<file path="config.mk">
export PLATFORM = sky130hd
export DESIGN_NAME = tpscm_cell
export DESIGN_NICKNAME = d
export VERILOG_FILES = /design/src/rtl/core/assert_macros.svh /design/src/rtl/core/tpscm_pkg.sv /design/src/rtl/core/tpscm_cell.sv
export SDC_FILE = /design/constraint.sdc
export NUM_CORES = 1
export LEC_CHECK = 0
export BUFFER_PORTS_ARGS = -buffer_cell sky130_fd_sc_hd__buf_4
export CORE_MARGIN = 2
export CORE_UTILIZATION = 30
export CTS_BUF_LIST = sky130_fd_sc_hd__clkbuf_8
export DETAILED_ROUTE_END_ITERATION = 10
export HOLD_SLACK_MARGIN = 0.03
export SYNTH_ARGS = -nofsm -noshare
export SYNTH_HDL_FRONTEND = slang
export SYNTH_SLANG_ARGS = --single-unit
</file>
<file path="constraint.sdc">
create_clock -name clk -period 0.8 [get_ports clk]
set_input_delay 0.16 -clock clk [delete_from_list [all_inputs] [get_ports clk]]
set_output_delay 0.16 -clock clk [all_outputs]
set_load 0.1 [all_outputs]
</file>
<file path="src/rtl/core/assert_macros.svh">
// Assertion macros shared by the color map RTL.
// Depends on nothing; the using module supplies clk and arst_n.
`ifndef ASSERT_MACROS_SVH
`define ASSERT_MACROS_SVH

// The consequent must hold in the same cycle as the antecedent.
`define CHK_IMPL(lbl, ante, cons) \
	lbl: assert property (@(posedge clk) disable iff (!arst_n) (ante) |-> (cons)) \
		else $error("same-cycle check failed");

// The consequent must hold in the cycle after the antecedent.
`define CHK_NEXT(lbl, ante, cons) \
	lbl: assert property (@(posedge clk) disable iff (!arst_n) (ante) |=> (cons)) \
		else $error("next-cycle check failed");

`endif

</file>
<file path="src/rtl/core/tpscm_pkg.sv">
// Shared types, constants and functions of the thin-plate spline color map.
// Depends on nothing; the cell, kernel and top-level modules import it.
package tpscm_pkg;

	localparam int NUM_CENTERS_DEF = 24;
	localparam int COEF_FRAC_DEF   = 24;
	localparam int LN_TABLE_DEF    = 8;
	localparam int TABLE_CENTERS   = 24;
	localparam int XW              = 16;
	localparam int CW              = 40;
	localparam int DW              = 33;
	localparam int EW              = 6;
	localparam int ACC_W           = 62;
	localparam int LOG_FRAC        = 24;
	localparam logic [19:0] HALF_LN2_Q20 = 20'd363409;
	localparam logic signed [63:0] ACC_LIMIT = 64'sd1 <<< 60;

	typedef logic signed [XW-1:0] pix_t;
	typedef logic signed [CW-1:0] coef_t;
	typedef logic signed [ACC_W-1:0] acc_t;

	// One ring cell: a center color and its three channel weights.
	typedef struct packed {
		logic [2:0][XW-1:0] ctr;
		logic [2:0][CW-1:0] w;
	} tpscm_cell_t;

	// Control travelling with a center through the kernel pipeline.
	typedef struct packed {
		logic               vld;
		logic               last;
		logic [2:0][CW-1:0] w;
	} tpscm_tag_t;

	localparam logic signed [XW-1:0] CENTER_TAB [TABLE_CENTERS*3] = '{
		16'sd2508, 16'sd881, 16'sd915,     16'sd4172, 16'sd1216, 16'sd1108,
		16'sd3165, -16'sd271, -16'sd1469,  16'sd2742, -16'sd853, 16'sd1416,
		16'sd3532, 16'sd604, -16'sd1596,   16'sd4503, -16'sd2097, -16'sd3,
		16'sd4027, 16'sd2271, 16'sd3654,   16'sd2608, 16'sd730, -16'sd2946,
		16'sd3334, 16'sd3079, 16'sd1081,   16'sd1963, 16'sd1356, -16'sd1332,
		16'sd4677, -16'sd1507, 16'sd3646,  16'sd4636, 16'sd1119, 16'sd4365,
		16'sd1982, 16'sd811, -16'sd2963,   16'sd3612, -16'sd2602, 16'sd2044,
		16'sd2778, 16'sd3244, 16'sd1846,   16'sd5277, 16'sd154, 16'sd5136,
		16'sd3327, 16'sd3244, -16'sd950,   16'sd3265, -16'sd1768, -16'sd1794,
		16'sd6142, -16'sd26, 16'sd79,      16'sd5190, -16'sd53, -16'sd28,
		16'sd4276, -16'sd69, -16'sd45,     16'sd3263, -16'sd12, -16'sd19,
		16'sd2286, -16'sd44, -16'sd71,     16'sd1373, 16'sd4, -16'sd61
	};

	// Fractional log2 of 1 + idx / 2^tb by repeated squaring; used only at elaboration.
	function automatic logic [LOG_FRAC-1:0] log2_frac(input int unsigned idx,
			input int unsigned tb);
		logic [63:0]         x;
		logic [LOG_FRAC-1:0] r;
		x = (64'd1 << 30) + (64'(idx) << (30 - tb));
		r = '0;
		for (int b = 1; b <= LOG_FRAC; b++) begin
			x = (x * x) >> 30;
			if (x >= (64'd1 << 31)) begin
				r[LOG_FRAC-b] = 1'b1;
				x = x >> 1;
			end
		end
		return r;
	endfunction

	// Clamps a sum to the accumulator limits of plus or minus 2^60.
	function automatic acc_t clamp_acc(input logic signed [63:0] v);
		if (v > ACC_LIMIT) begin
			return ACC_W'(ACC_LIMIT);
		end else if (v < -ACC_LIMIT) begin
			return ACC_W'(-ACC_LIMIT);
		end
		return ACC_W'(v);
	endfunction

endpackage

</file>
<file path="src/rtl/core/tpscm_cell.sv">
// One cell of the rotating center ring: center color plus its three weights.
// Depends on tpscm_pkg.
module tpscm_cell #(
	parameter int IDX = 0
) (
	input  logic                     clk,
	input  logic                     arst_n,
	input  logic                     shift,
	input  tpscm_pkg::tpscm_cell_t   nxt,
	input  logic [2:0]               wr_en,
	input  tpscm_pkg::coef_t         wr_val,
	output tpscm_pkg::tpscm_cell_t   data
);
	import tpscm_pkg::*;

	tpscm_cell_t data_q;

	// The ring rotates one cell per cycle during a pixel; weights load only when at rest.
	always_ff @(posedge clk or negedge arst_n) begin
		if (!arst_n) begin
			for (int j = 0; j < 3; j++) begin
				data_q.ctr[j] <= CENTER_TAB[(IDX % TABLE_CENTERS) * 3 + j];
				data_q.w[j]   <= '0;
			end
		end else if (shift) begin
			data_q <= nxt;
		end else begin
			for (int j = 0; j < 3; j++) begin
				if (wr_en[j]) begin
					data_q.w[j] <= wr_val;
				end
			end
		end
	end

	assign data = data_q;

endmodule

</file>
==> results of run 1 <==
## per-stage QoR
step | cells | area [µm²] | setup slack, ns
floorplan | 623 | 8145 | -0.2206
global placement | 1321 | 11570 | -0.2349
detailed placement | 1321 | 11570 | -0.2408
CTS | 1563 | 16230 | -0.6923
global route | 1580 | 16450 | -0.7014
finish | 1580 | 16450 | -0.6562
## power by group
group	internal, mW	switching (mW)	total (mW)
clock	3.30	3.82	7.12
sequential	9.89	0.968	10.9
combinational	5.68	8.27	14.0
total	18.9	13.1	31.9
## kinds of logic after synthesis
family,after synthesis,synth area share (%)
multiplexers,168,23.39
flip-flops,168,56.75
AO/OA/AOI/OAI,120,8.064
AND/OR/NAND/NOR,120,6.048
buffers and inverters,47,5.746
## worst max-delay path by stage
stage | end
floorplan | data[120]$_DFFE_PN0P_
global placement | data[127]
detailed placement | data[126]
CTS | data[128]
global route | data[128]
finish | data[128]
## layer usage
metal / wire length, µm / vias to the layer above / share of wire (%) / track usage [%]
met4: 699 / 0 / 2.2 / 5.966
met3: 2239 / 46 / 7.2 / 6.934
met5: 0 / - / 0 / 0
li1: - / 3378 / - / -
met1: 11950 / 3615 / 38 / 26.45
met2: 16240 / 331 / 52 / 41.61
## repair_timing
item | 4_1_cts | 5_1_grt
buffers inserted | 1 | 15
endpoints found under the setup margin | 260 | 336
hold buffers | 209 | 0
hold endpoints to repair | 329 | 0
pin swaps | 1 | 6
gates resized for setup | 506 | 26
## synthesized netlist by cell type
cell type	number	share of area (%)
buf_6	8	1.2
clkbuf_1	2	0.10
o21ai_1	13	0.87
nand2_1	120	6.0
buf_4	10	1.0
clkbuf_2	2	0.13
buf_2	13	0.87
dfstp_2	18	6.4
mux2i_1	120	16
o21ai_0	107	7.2
mux2_2	48	7.3
dfrtp_1	150	50
buf_8	12	2.4
## cells in the final DEF, fill, tap and decap left out
master,n
buf_12,190
buf_4,229
buf_6,17
buf_8,1
bufinv_16,3
clkbuf_8,17
clkinv_8,3
dfrtp_4,150
dfstp_4,18
diode_2,2
dlygate4sd3_1,209
inv_6,6
inv_8,3
mux2_2,23
mux2_4,25
mux2i_1,116
mux2i_2,4
nand2_1,120
o21ai_1,120
## layout make-up
class                   count  area share [%]
diodes                      2         0.03043
well taps                 324           2.464
clock buffers              17           1.422
clock inverters            15           1.369
multi-input cells         408           17.64
flip-flops and latches    168           29.53
repair buffers            646           47.55
## tightest hold or removal path, cell delays in order
cell and delay [ns]:
buf_8 0.15, buf_4 0.18, o21ai_1 0.06
==> impl_metrics.tcl, run 1 <==
set metrics [dict create \
    detail_route.wirelength_um 31120 \
    timing.hold.worst_path_depth 3 \
    hold_path_startpoint "shift" \
    grt_first_pass_wirelength_um 46400 \
    run_status "finished with violations" \
    reg2reg_launch_point "data[22]$_DFFE_PN0P_" \
    timing.hold.ws_ns 0.1189 \
    timing.final.setup_violations 334 \
    highest_delay_cell_along_the_critical_path "dfstp_4" \
    critical_path.top_delay_family "flip-flops" \
    starting_density_of_the_core_pct 30.62 \
    min_delay_worst_endpoint "data[118]$_DFFE_PN0P_" \
    worst_slack_ns -0.6562 \
    die_area_um2 26100 \
    number_of_flip_flops_in_the_largest_register 168 \
    die_w_um 161.6 \
    irDropWorstVdd_mv 1.195 \
    track_usage_pct 23.01 \
    p_total_mw 31.93 \
    endpoint_kind "output pin" \
    worst_r2r_path_depth 3 \
    grt_pass1_vias 8053 \
    timing.setup.critical_path_class "reg -> out" \
    capturing_point_of_the_worst_reg2reg_path "data[22]$_DFFE_PN0P_" \
    drt_iter0_markers 409 \
    worst-path-max-fanout 2 \
    cts_root_buf "clkbuf_8" \
    timing.critical_path.cells "buf_12" \
    syn-mean-instance-area_um2 11.95 \
    grt_start_max_net_pins 41 \
    worst_pin_slew_ns 0.3433 \
    crit_path_start "data[128]$_DFFE_PN1P_" \
    antenna_found_initial 2 \
    post-dp-hpwl_um 18660 \
    power.static_leakage_nw 7.330 \
    path_clk_slew_ns 0.11 \
    totalNegativeSetupSlack_ns -93.87 \
    remaining_drc_errors 0 \
    wp_depth 1 \
    timing_max_transition_violations_final 0 \
    cts-buffers-inserted 17 \
    utilization_after_layout_pct 67.64 \
    worst-endpoint-arrival_ns 1.30 \
    worstPathRequired_ns 0.64 \
    floorplan.rows 57 \
    fillers 1580 \
    power_per_cell_area_nw_per_um2 1941 \
    rsz0062_at_grt "yes" \
    overflow 0 \
    clkLatencyLatePin_ns 0.45 \
    ys_seq_area_share_pct 56.75 \
    synthesis.area_um2 7447 \
    reg2reg_setup_slack_ns -0.20 \
    synthesis.nets 837 \
    post_route_cells_drive_above_1_share_pct 54.94 \
    area_growth_pct 120.9 \
    max_clock_freq_ghz 0.6867 \
    die-height_um 161.6 \
    drt-vias-per-instance 4.665 \
    maxSlewHeadroom_pct 77.12 \
    io_buffer_count 381 \
    route.antenna.remaining_nets 0 \
    cell_count_after_synthesis 623 \
    clkSinkCount 168 \
    final_period_minus_worst_setup_slack_ns 1.456 \
    violations_in_the_final_reports "negative setup slack" \
    buffers_and_inverters_on_the_worst_path 1 \
    multi_input_comb_area_um2 2902 \
    yosysWarnings 0 \
    vias 7370 \
    worst_path_largest_cell_delay_ns 0.66 \
    cts_tree "yes" \
    clock_tree.buffer_depth 2 \
    detail_route.wl_per_cell_um 19.70 \
    hold_path_class "in -> reg" \
    yosysUniqueCellTypes 13 \
    synth.ff_latch_count 168 \
    gp_congestion 0.8036 \
    setup.worst_path.start_class "register" \
    finalNetCount 1455 \
    firstDrtPassIters 4 \
    timing_hold_violations_final 0 \
    core-area_um2 24320 \
    max_cap_viol_count 0 \
    io_pins 382 \
    clock_skew_ns 0 \
    ff_latch_area_um2 4857 \
    final_min_period_over_clock_period_pct 182.0 \
    cts_h_tree_depth 4 \
]
(Power assumes the default switching activity.)
==> inputs of run 2 (changes only) <==
--- a/config.mk
+++ b/config.mk
@@ -7,8 +7,8 @@
 export LEC_CHECK = 0
 export BUFFER_PORTS_ARGS = -buffer_cell sky130_fd_sc_hd__buf_4
-export CORE_MARGIN = 2
-export CORE_UTILIZATION = 30
+export CORE_AREA = 2 2 149 151
 export CTS_BUF_LIST = sky130_fd_sc_hd__clkbuf_8
 export DETAILED_ROUTE_END_ITERATION = 10
+export DIE_AREA = 0 0 151 153
 export HOLD_SLACK_MARGIN = 0.03
 export SYNTH_ARGS = -nofsm -noshare
==> constraint.sdc (replaced) <==
create_clock -name clk -period 0.8 [get_ports clk]
set_input_delay 0.04 -clock clk [delete_from_list [all_inputs] [get_ports clk]]
set_output_delay 0.04 -clock clk [all_outputs]
set_load 0.1 [all_outputs]
==> impl_metrics.tcl, run 2 (synthesis results as in run 1) <==
set metrics [dict create \
    p_seq_share_pct 35.3 \
    hold_path_class "in -> async" \
    mostFrequentLayoutCells "buf_4, dlygate4sd3_1, buf_12" \
    highest_delay_cell_along_the_critical_path "dfstp_4" \
    vias 7535 \
    gp_congestion 0.7961 \
    placed_cells_incl_taps 1280 \
    number_of_flip_flops_in_the_largest_register 168 \
    die_w_um 151 \
    power.clock.fraction_pct 18.9 \
    die_area_um2 23100 \
    worst_path_largest_cell_delay_ns 0.66 \
    starting_density_of_the_core_pct 34.66 \
    worst-endpoint-arrival_ns 1.30 \
    timing.final.setup_violations 335 \
    cts-buffers-inserted 17 \
    drt_iter0_markers 328 \
    worst_pin_slew_ns 0.3930 \
    firstDrtPassIters 4 \
    capturing_point_of_the_worst_reg2reg_path "data[114]$_DFFE_PN0P_" \
    drt-vias-per-instance 4.868 \
    floorplan.rows 54 \
    cellInternalPower_mw 17.84 \
    route.antenna.remaining_nets 0 \
    grt_pass1_vias 8475 \
    clkLatencyLatePin_ns 0.45 \
    violations_in_the_final_reports "negative hold slack, negative setup slack" \
    max_clock_freq_ghz 0.7485 \
    final-instance-count-excl-fill 1548 \
    final_min_period_over_clock_period_pct 167.0 \
    post-dp-hpwl_um 19430 \
    reg2reg_setup_slack_ns -0.24 \
    run_status "finished with violations" \
    power_per_cell_area_nw_per_um2 1877 \
    setup.worst_path.start_class "register" \
    detail_route.wirelength_um 32490 \
    timing.setup.critical_path_class "reg -> out" \
    final_period_minus_worst_setup_slack_ns 1.336 \
    worst_slack_ns -0.5361 \
    timing_hold_violations_final 6 \
    utilization_after_layout_pct 76.32 \
    max_cap_viol_count 0 \
    remaining_drc_errors 0 \
    power.static_leakage_nw 7.326 \
    post_route_cells_drive_above_1_share_pct 55.02 \
    endpoint_kind "output pin" \
    rsz0062_at_grt "yes" \
    p_total_mw 30.77 \
    path_clk_slew_ns 0.11 \
    clock_tree.buffer_depth 2 \
    cts_h_tree_depth 4 \
    overflow 0 \
    worstPathRequired_ns 0.76 \
    die-height_um 153 \
    buffers_and_inverters_on_the_worst_path 1 \
    cts_tree "yes" \
    grt_first_pass_wirelength_um 47860 \
    maxSlewHeadroom_pct 73.80 \
    p_sw_share_pct 42.03 \
    timing_max_transition_violations_final 0 \
    finalNetCount 1466 \
    worst_r2r_path_depth 3 \
    detail_route.wl_per_cell_um 20.99 \
    power.net_switching_mw 12.93 \
    clkSinkCount 168 \
    dpl_worst_slack_ns -0.1262 \
    worst-path-max-fanout 2 \
    area_growth_pct 120.2 \
    track_usage_pct 27.24 \
    irDropWorstVdd_mv 1.275 \
    io_pins 382 \
    reg2reg_launch_point "data[114]$_DFFE_PN0P_" \
    timing.hold.ws_ns -0.02587 \
    antenna_found_initial 3 \
    io_buffer_count 381 \
    cts_root_buf "clkbuf_8" \
    timing.critical_path.cells "buf_12" \
    grt_start_max_net_pins 42 \
    leading_cell_type_in_the_layout_fill_and_taps_excluded "buf_4" \
    critical_path.top_delay_family "flip-flops" \
    clock_skew_ns 0 \
    core-area_um2 21490 \
    p_comb_share_pct 45.8 \
]
-- run 2: worst max-delay path by stage --
stage	from	end	slack, ns	depth (start not counted)
2_1_floorplan	data[120]$_DFFE_PN0P_	data[120]$_DFFE_PN0P_	-0.22	1
3_3_place_gp	data[153]$_DFFE_PN1P_	data[153]	-0.12	1
3_5_place_dp	data[131]$_DFFE_PN1P_	data[131]	-0.13	1
4_1_cts	data[153]$_DFFE_PN1P_	data[153]	-0.57	1
5_1_grt	data[152]$_DFFE_PN1P_	data[152]	-0.59	1
6_report	data[153]$_DFFE_PN1P_	data[153]	-0.54	1
-- run 2: cell type report --
cell class,instances,area (µm²)
timing repair buffer,657,7891
fill,1217,5087
sequential,168,4855
multi-input combinational,408,2942
tap,280,350.3
clock buffer,17,234.0
clock inverter,15,118.9
antenna,3,7.507
-- run 2: repair_timing --
item | CTS | global route
gates resized for setup | 507 | 37
hold endpoints to repair | 336 | 8
pin swaps | 0 | 13
setup endpoints to repair | 264 | 336
buffers inserted | 4 | 16
hold buffers | 215 | 1
-- run 2: power by group through the flow --
| stage | Sequential [mW] | Clock (mW) | Combinational (mW) |
|---|---|---|---|
| finish | 10.9 | 5.82 | 14.1 |
| CTS | 10.8 | 5.93 | 13.7 |
| global route | 11.0 | 6.30 | 14.5 |
| detailed placement | 10.5 | 0 | 10.7 |
| floorplan | 16.6 | 0 | 1.60 |
| global placement | 10.5 | 0 | 10.6 |
-- run 2: metal layers --
layer  wire (µm)  track usage (%)
met3        2671            8.299
met4         959            11.26
met2       16610            46.58
met1       12250            31.59
met5           0                0
-- run 2: through the flow --
stage | cell area (µm²) | hold slack, ns | setup TNS [ns]
2_1_floorplan | 8143 | -0.2556 | -28.74
3_3_place_gp | 11500 | -0.09877 | -5.828
3_5_place_dp | 11500 | -0.09959 | -6.672
4_1_cts | 16150 | -0.06065 | -78.34
5_1_grt | 16400 | -0.05816 | -88.49
6_report | 16400 | -0.02587 | -75.30
==> inputs of run 3 (changes only) <==
Settings changed: CELL_PAD_IN_SITES_DETAIL_PLACEMENT set to 2, CELL_PAD_IN_SITES_GLOBAL_PLACEMENT set to 2, CORE_AREA 2 2 149 151 to not set, CORE_MARGIN set to 2, CORE_UTILIZATION set to 28, DIE_AREA 0 0 151 153 to not set, HOLD_SLACK_MARGIN 0.03 to not set, PLACE_DENSITY_LB_ADDON set to 0.1.
==> impl_metrics.tcl, run 3 <==
set metrics [dict create \
    run_status "did not finish" \
    stop_stage "4_1_cts" \
    error "[ERROR DPL-0033] detailed placement checks failed during check placement." \
    starting_density_of_the_core_pct 28.58 \
    cts_root_buf "clkbuf_8" \
    placed_cells_incl_taps 1328 \
    synth_async_sr_flop_share_pct 100.0 \
    cts.repair.resized 508 \
    cts_post_setup_buffers_inserted 6 \
    die-height_um 167.1 \
    synth_cell_count_leaders "dfrtp_1, mux2i_1, nand2_1, o21ai_0, mux2_2" \
    yosysUniqueCellTypes 13 \
    top_post_synthesis_cells_by_area "dfrtp_1, mux2i_1, mux2_2" \
    cell_count_after_synthesis 623 \
    ys_seq_area_share_pct 56.75 \
    floorplan.rows 59 \
    yosysWarnings 0 \
    synth_top_area_cell "dfrtp_1" \
    synth.ff_latch_count 168 \
    gp_congestion 0.7998 \
    cts_h_tree_depth 4 \
    post-dp-hpwl_um 22650 \
    io_buffer_count 381 \
    syn-mean-instance-area_um2 11.95 \
    ys.flop_type "dfrtp_1" \
    post_cts_hold_buffer_count 213 \
    clkSinkCount 168 \
    yosysTopAreaCellShare_pct 50.40 \
    synth_most_common_cell "dfrtp_1" \
    synthesis.area_um2 7447 \
    cts-buffers-inserted 17 \
    synthesis.nets 837 \
    placement.cell_area_um2 11500 \
    synth_edf_count 0 \
    clock_tree.buffer_depth 2 \
    io_pins 382 \
    die_w_um 167.1 \
]
[run 3: cell families after synthesis]
| family | Yosys count | synth area share (%) |
|---|---|---|
| buffers and inverters | 47 | 5.746 |
| and+or+nand+nor | 120 | 6.048 |
| DFF | 168 | 56.75 |
| muxes | 168 | 23.39 |
| AOI/OAI and AO/OA | 120 | 8.064 |
[run 3: stage by stage]
step | utilization, % | setup WS [ns] | hold WS (ns)
after detailed placement | 44.14 | -0.1213 | -0.07140
after global placement | 44.14 | -0.1172 | -0.06938
after floorplan | - | -0.2206 | -0.2556
==> inputs of run 4 (changes only) <==
Settings changed: CELL_PAD_IN_SITES_DETAIL_PLACEMENT 2 to not set, CELL_PAD_IN_SITES_GLOBAL_PLACEMENT 2 to not set, CORE_AREA set to 2 2 148 150, CORE_MARGIN 2 to not set, CORE_UTILIZATION 28 to not set, CTS_BUF_LIST sky130_fd_sc_hd__clkbuf_8 to not set, DIE_AREA set to 0 0 150 152, PLACE_DENSITY_LB_ADDON 0.1 to 0.15.
==> impl_metrics.tcl, run 4 (synthesis results as in run 1) <==
set metrics [dict create \
    grt_start_max_net_pins 41 \
    firstDrtPassIters 4 \
    critical_path.top_delay_family "flip-flops" \
    final-instance-count-excl-fill 1537 \
    drt_iter0_markers 278 \
    route.antenna.remaining_nets 0 \
    worst_slack_ns -0.4817 \
    area_growth_pct 120.8 \
    maxSlewHeadroom_pct 81.68 \
    worst-path-max-fanout 2 \
    timing_hold_violations_final 0 \
    met1_usage_pct 29.50 \
    die_w_um 150 \
    worst_pin_slew_ns 0.2748 \
    cts_tree "yes" \
    clock_skew_ns 0 \
    starting_density_of_the_core_pct 34.88 \
    vias 7478 \
    utilization_after_layout_pct 77.01 \
    timing.critical_path.cells "buf_12" \
    grt_pass1_vias 8337 \
    leading_cell_type_in_the_layout_fill_and_taps_excluded "buf_4" \
    number_of_flip_flops_in_the_largest_register 168 \
    worst-endpoint-arrival_ns 1.24 \
    cts-buffers-inserted 17 \
    path_clk_slew_ns 0.08 \
    violations_in_the_final_reports "negative setup slack" \
    irDropWorstVdd_mv 1.342 \
    die-height_um 152 \
    floorplan.rows 54 \
    cts_root_buf "clkbuf_16" \
    timing.setup.critical_path_class "reg -> out" \
    overflow 0 \
    post_route_cells_drive_above_1_share_pct 55.02 \
    grt.met3_usage_pct 7.688 \
    io_buffer_count 381 \
    buffers_and_inverters_on_the_worst_path 1 \
    mostFrequentLayoutCells "buf_4, dlygate4sd3_1, buf_12" \
    grt_first_pass_wirelength_um 46370 \
    dpl_worst_slack_ns -0.1203 \
    power_per_cell_area_nw_per_um2 2009 \
    finalNetCount 1457 \
    gp_congestion 0.8062 \
    io_pins 382 \
    timing_max_transition_violations_final 0 \
    max_clock_freq_ghz 0.7802 \
    gr-max-usage-layer "met2" \
    die_area_um2 22800 \
    antenna_found_initial 1 \
    ff_latch_area_um2 4855 \
    clkSinkCount 168 \
    timing.hold.ws_ns 0.04542 \
    rsz0062_at_grt "yes" \
    final_min_period_over_clock_period_pct 160.2 \
    worstPathRequired_ns 0.76 \
    max_cap_viol_count 0 \
    placed_cells_incl_taps 1278 \
    post-dp-hpwl_um 18220 \
    highest_delay_cell_along_the_critical_path "dfstp_4" \
    endpoint_kind "output pin" \
    power.static_leakage_nw 7.346 \
    groute.layer.met2.usage_pct 46.10 \
    run_status "finished with violations" \
    clkLatencyLatePin_ns 0.42 \
    fillers 1188 \
    detail_route.wl_per_cell_um 19.96 \
    final_period_minus_worst_setup_slack_ns 1.282 \
    cts_h_tree_depth 4 \
    setup.worst_path.start_class "register" \
    core-area_um2 21350 \
    detail_route.wirelength_um 30680 \
    track_usage_pct 26.36 \
    multi_input_comb_area_um2 2909 \
    drt-vias-per-instance 4.865 \
    hold_path_class "in -> reg" \
    clock_tree.buffer_depth 2 \
    remaining_drc_errors 0 \
    worst_path_largest_cell_delay_ns 0.64 \
    timing.final.setup_violations 328 \
]
## run 4: metrics by stage
stage          power (mW)  TNS (ns)  cell area (µm²)
3_3_place_gp        21.04    -3.296            11440
4_1_cts             32.77    -65.99            16240
2_1_floorplan       18.16    -28.74             8143
3_5_place_dp        21.11    -3.913            11440
6_report            33.02    -66.33            16440
5_1_grt             34.00    -76.67            16440
## run 4: layout make-up
type,count,share of cell area [%]
antenna,1,0.01522
multi-input combinational,408,17.69
sequential,168,29.53
clock inverter,14,0.8523
clock buffer,18,2.610
tap,280,2.131
timing repair buffer,648,47.17
## run 4: worst paths after layout
check | startpoint | endpoint | slack, ns | depth (start not counted)
worst max-delay path | data[131]$_DFFE_PN1P_ | data[131] | -0.48 | 1
worst min-delay path | shift | data[46]$_DFFE_PN0P_ | 0.05 | 3
worst max register to register | data[74]$_DFFE_PN0P_ | data[74]$_DFFE_PN0P_ | -0.23 | 3
worst min register to register | data[146]$_DFFE_PN0P_ | data[146]$_DFFE_PN0P_ | 0.60 | 1
max in group asynchronous | arst_n | data[161]$_DFFE_PN1P_ | 0.17 | 3
min in group asynchronous | arst_n | data[20]$_DFFE_PN0P_ | 0.07 | 2
## run 4: metal layers
metal,wire length [µm],vias up
met5,0,-
met3,2254,84
met1,11280,3663
li1,-,3385
met4,1302,0
met2,15840,346
## run 4: what timing repair did
| item | in CTS | in global routing |
|---|---|---|
| gates resized for setup | 503 | 29 |
| setup buffers | 5 | 13 |
| setup endpoints to repair | 244 | 335 |
| endpoints found under the hold margin | 336 | 0 |
| pin swaps | 1 | 14 |
| hold buffers | 209 | 0 |
## run 4: where the power goes
part           switching, mW  internal (mW)
Clock                   3.85           4.39
Combinational           8.26           5.65
Sequential             0.970           9.89
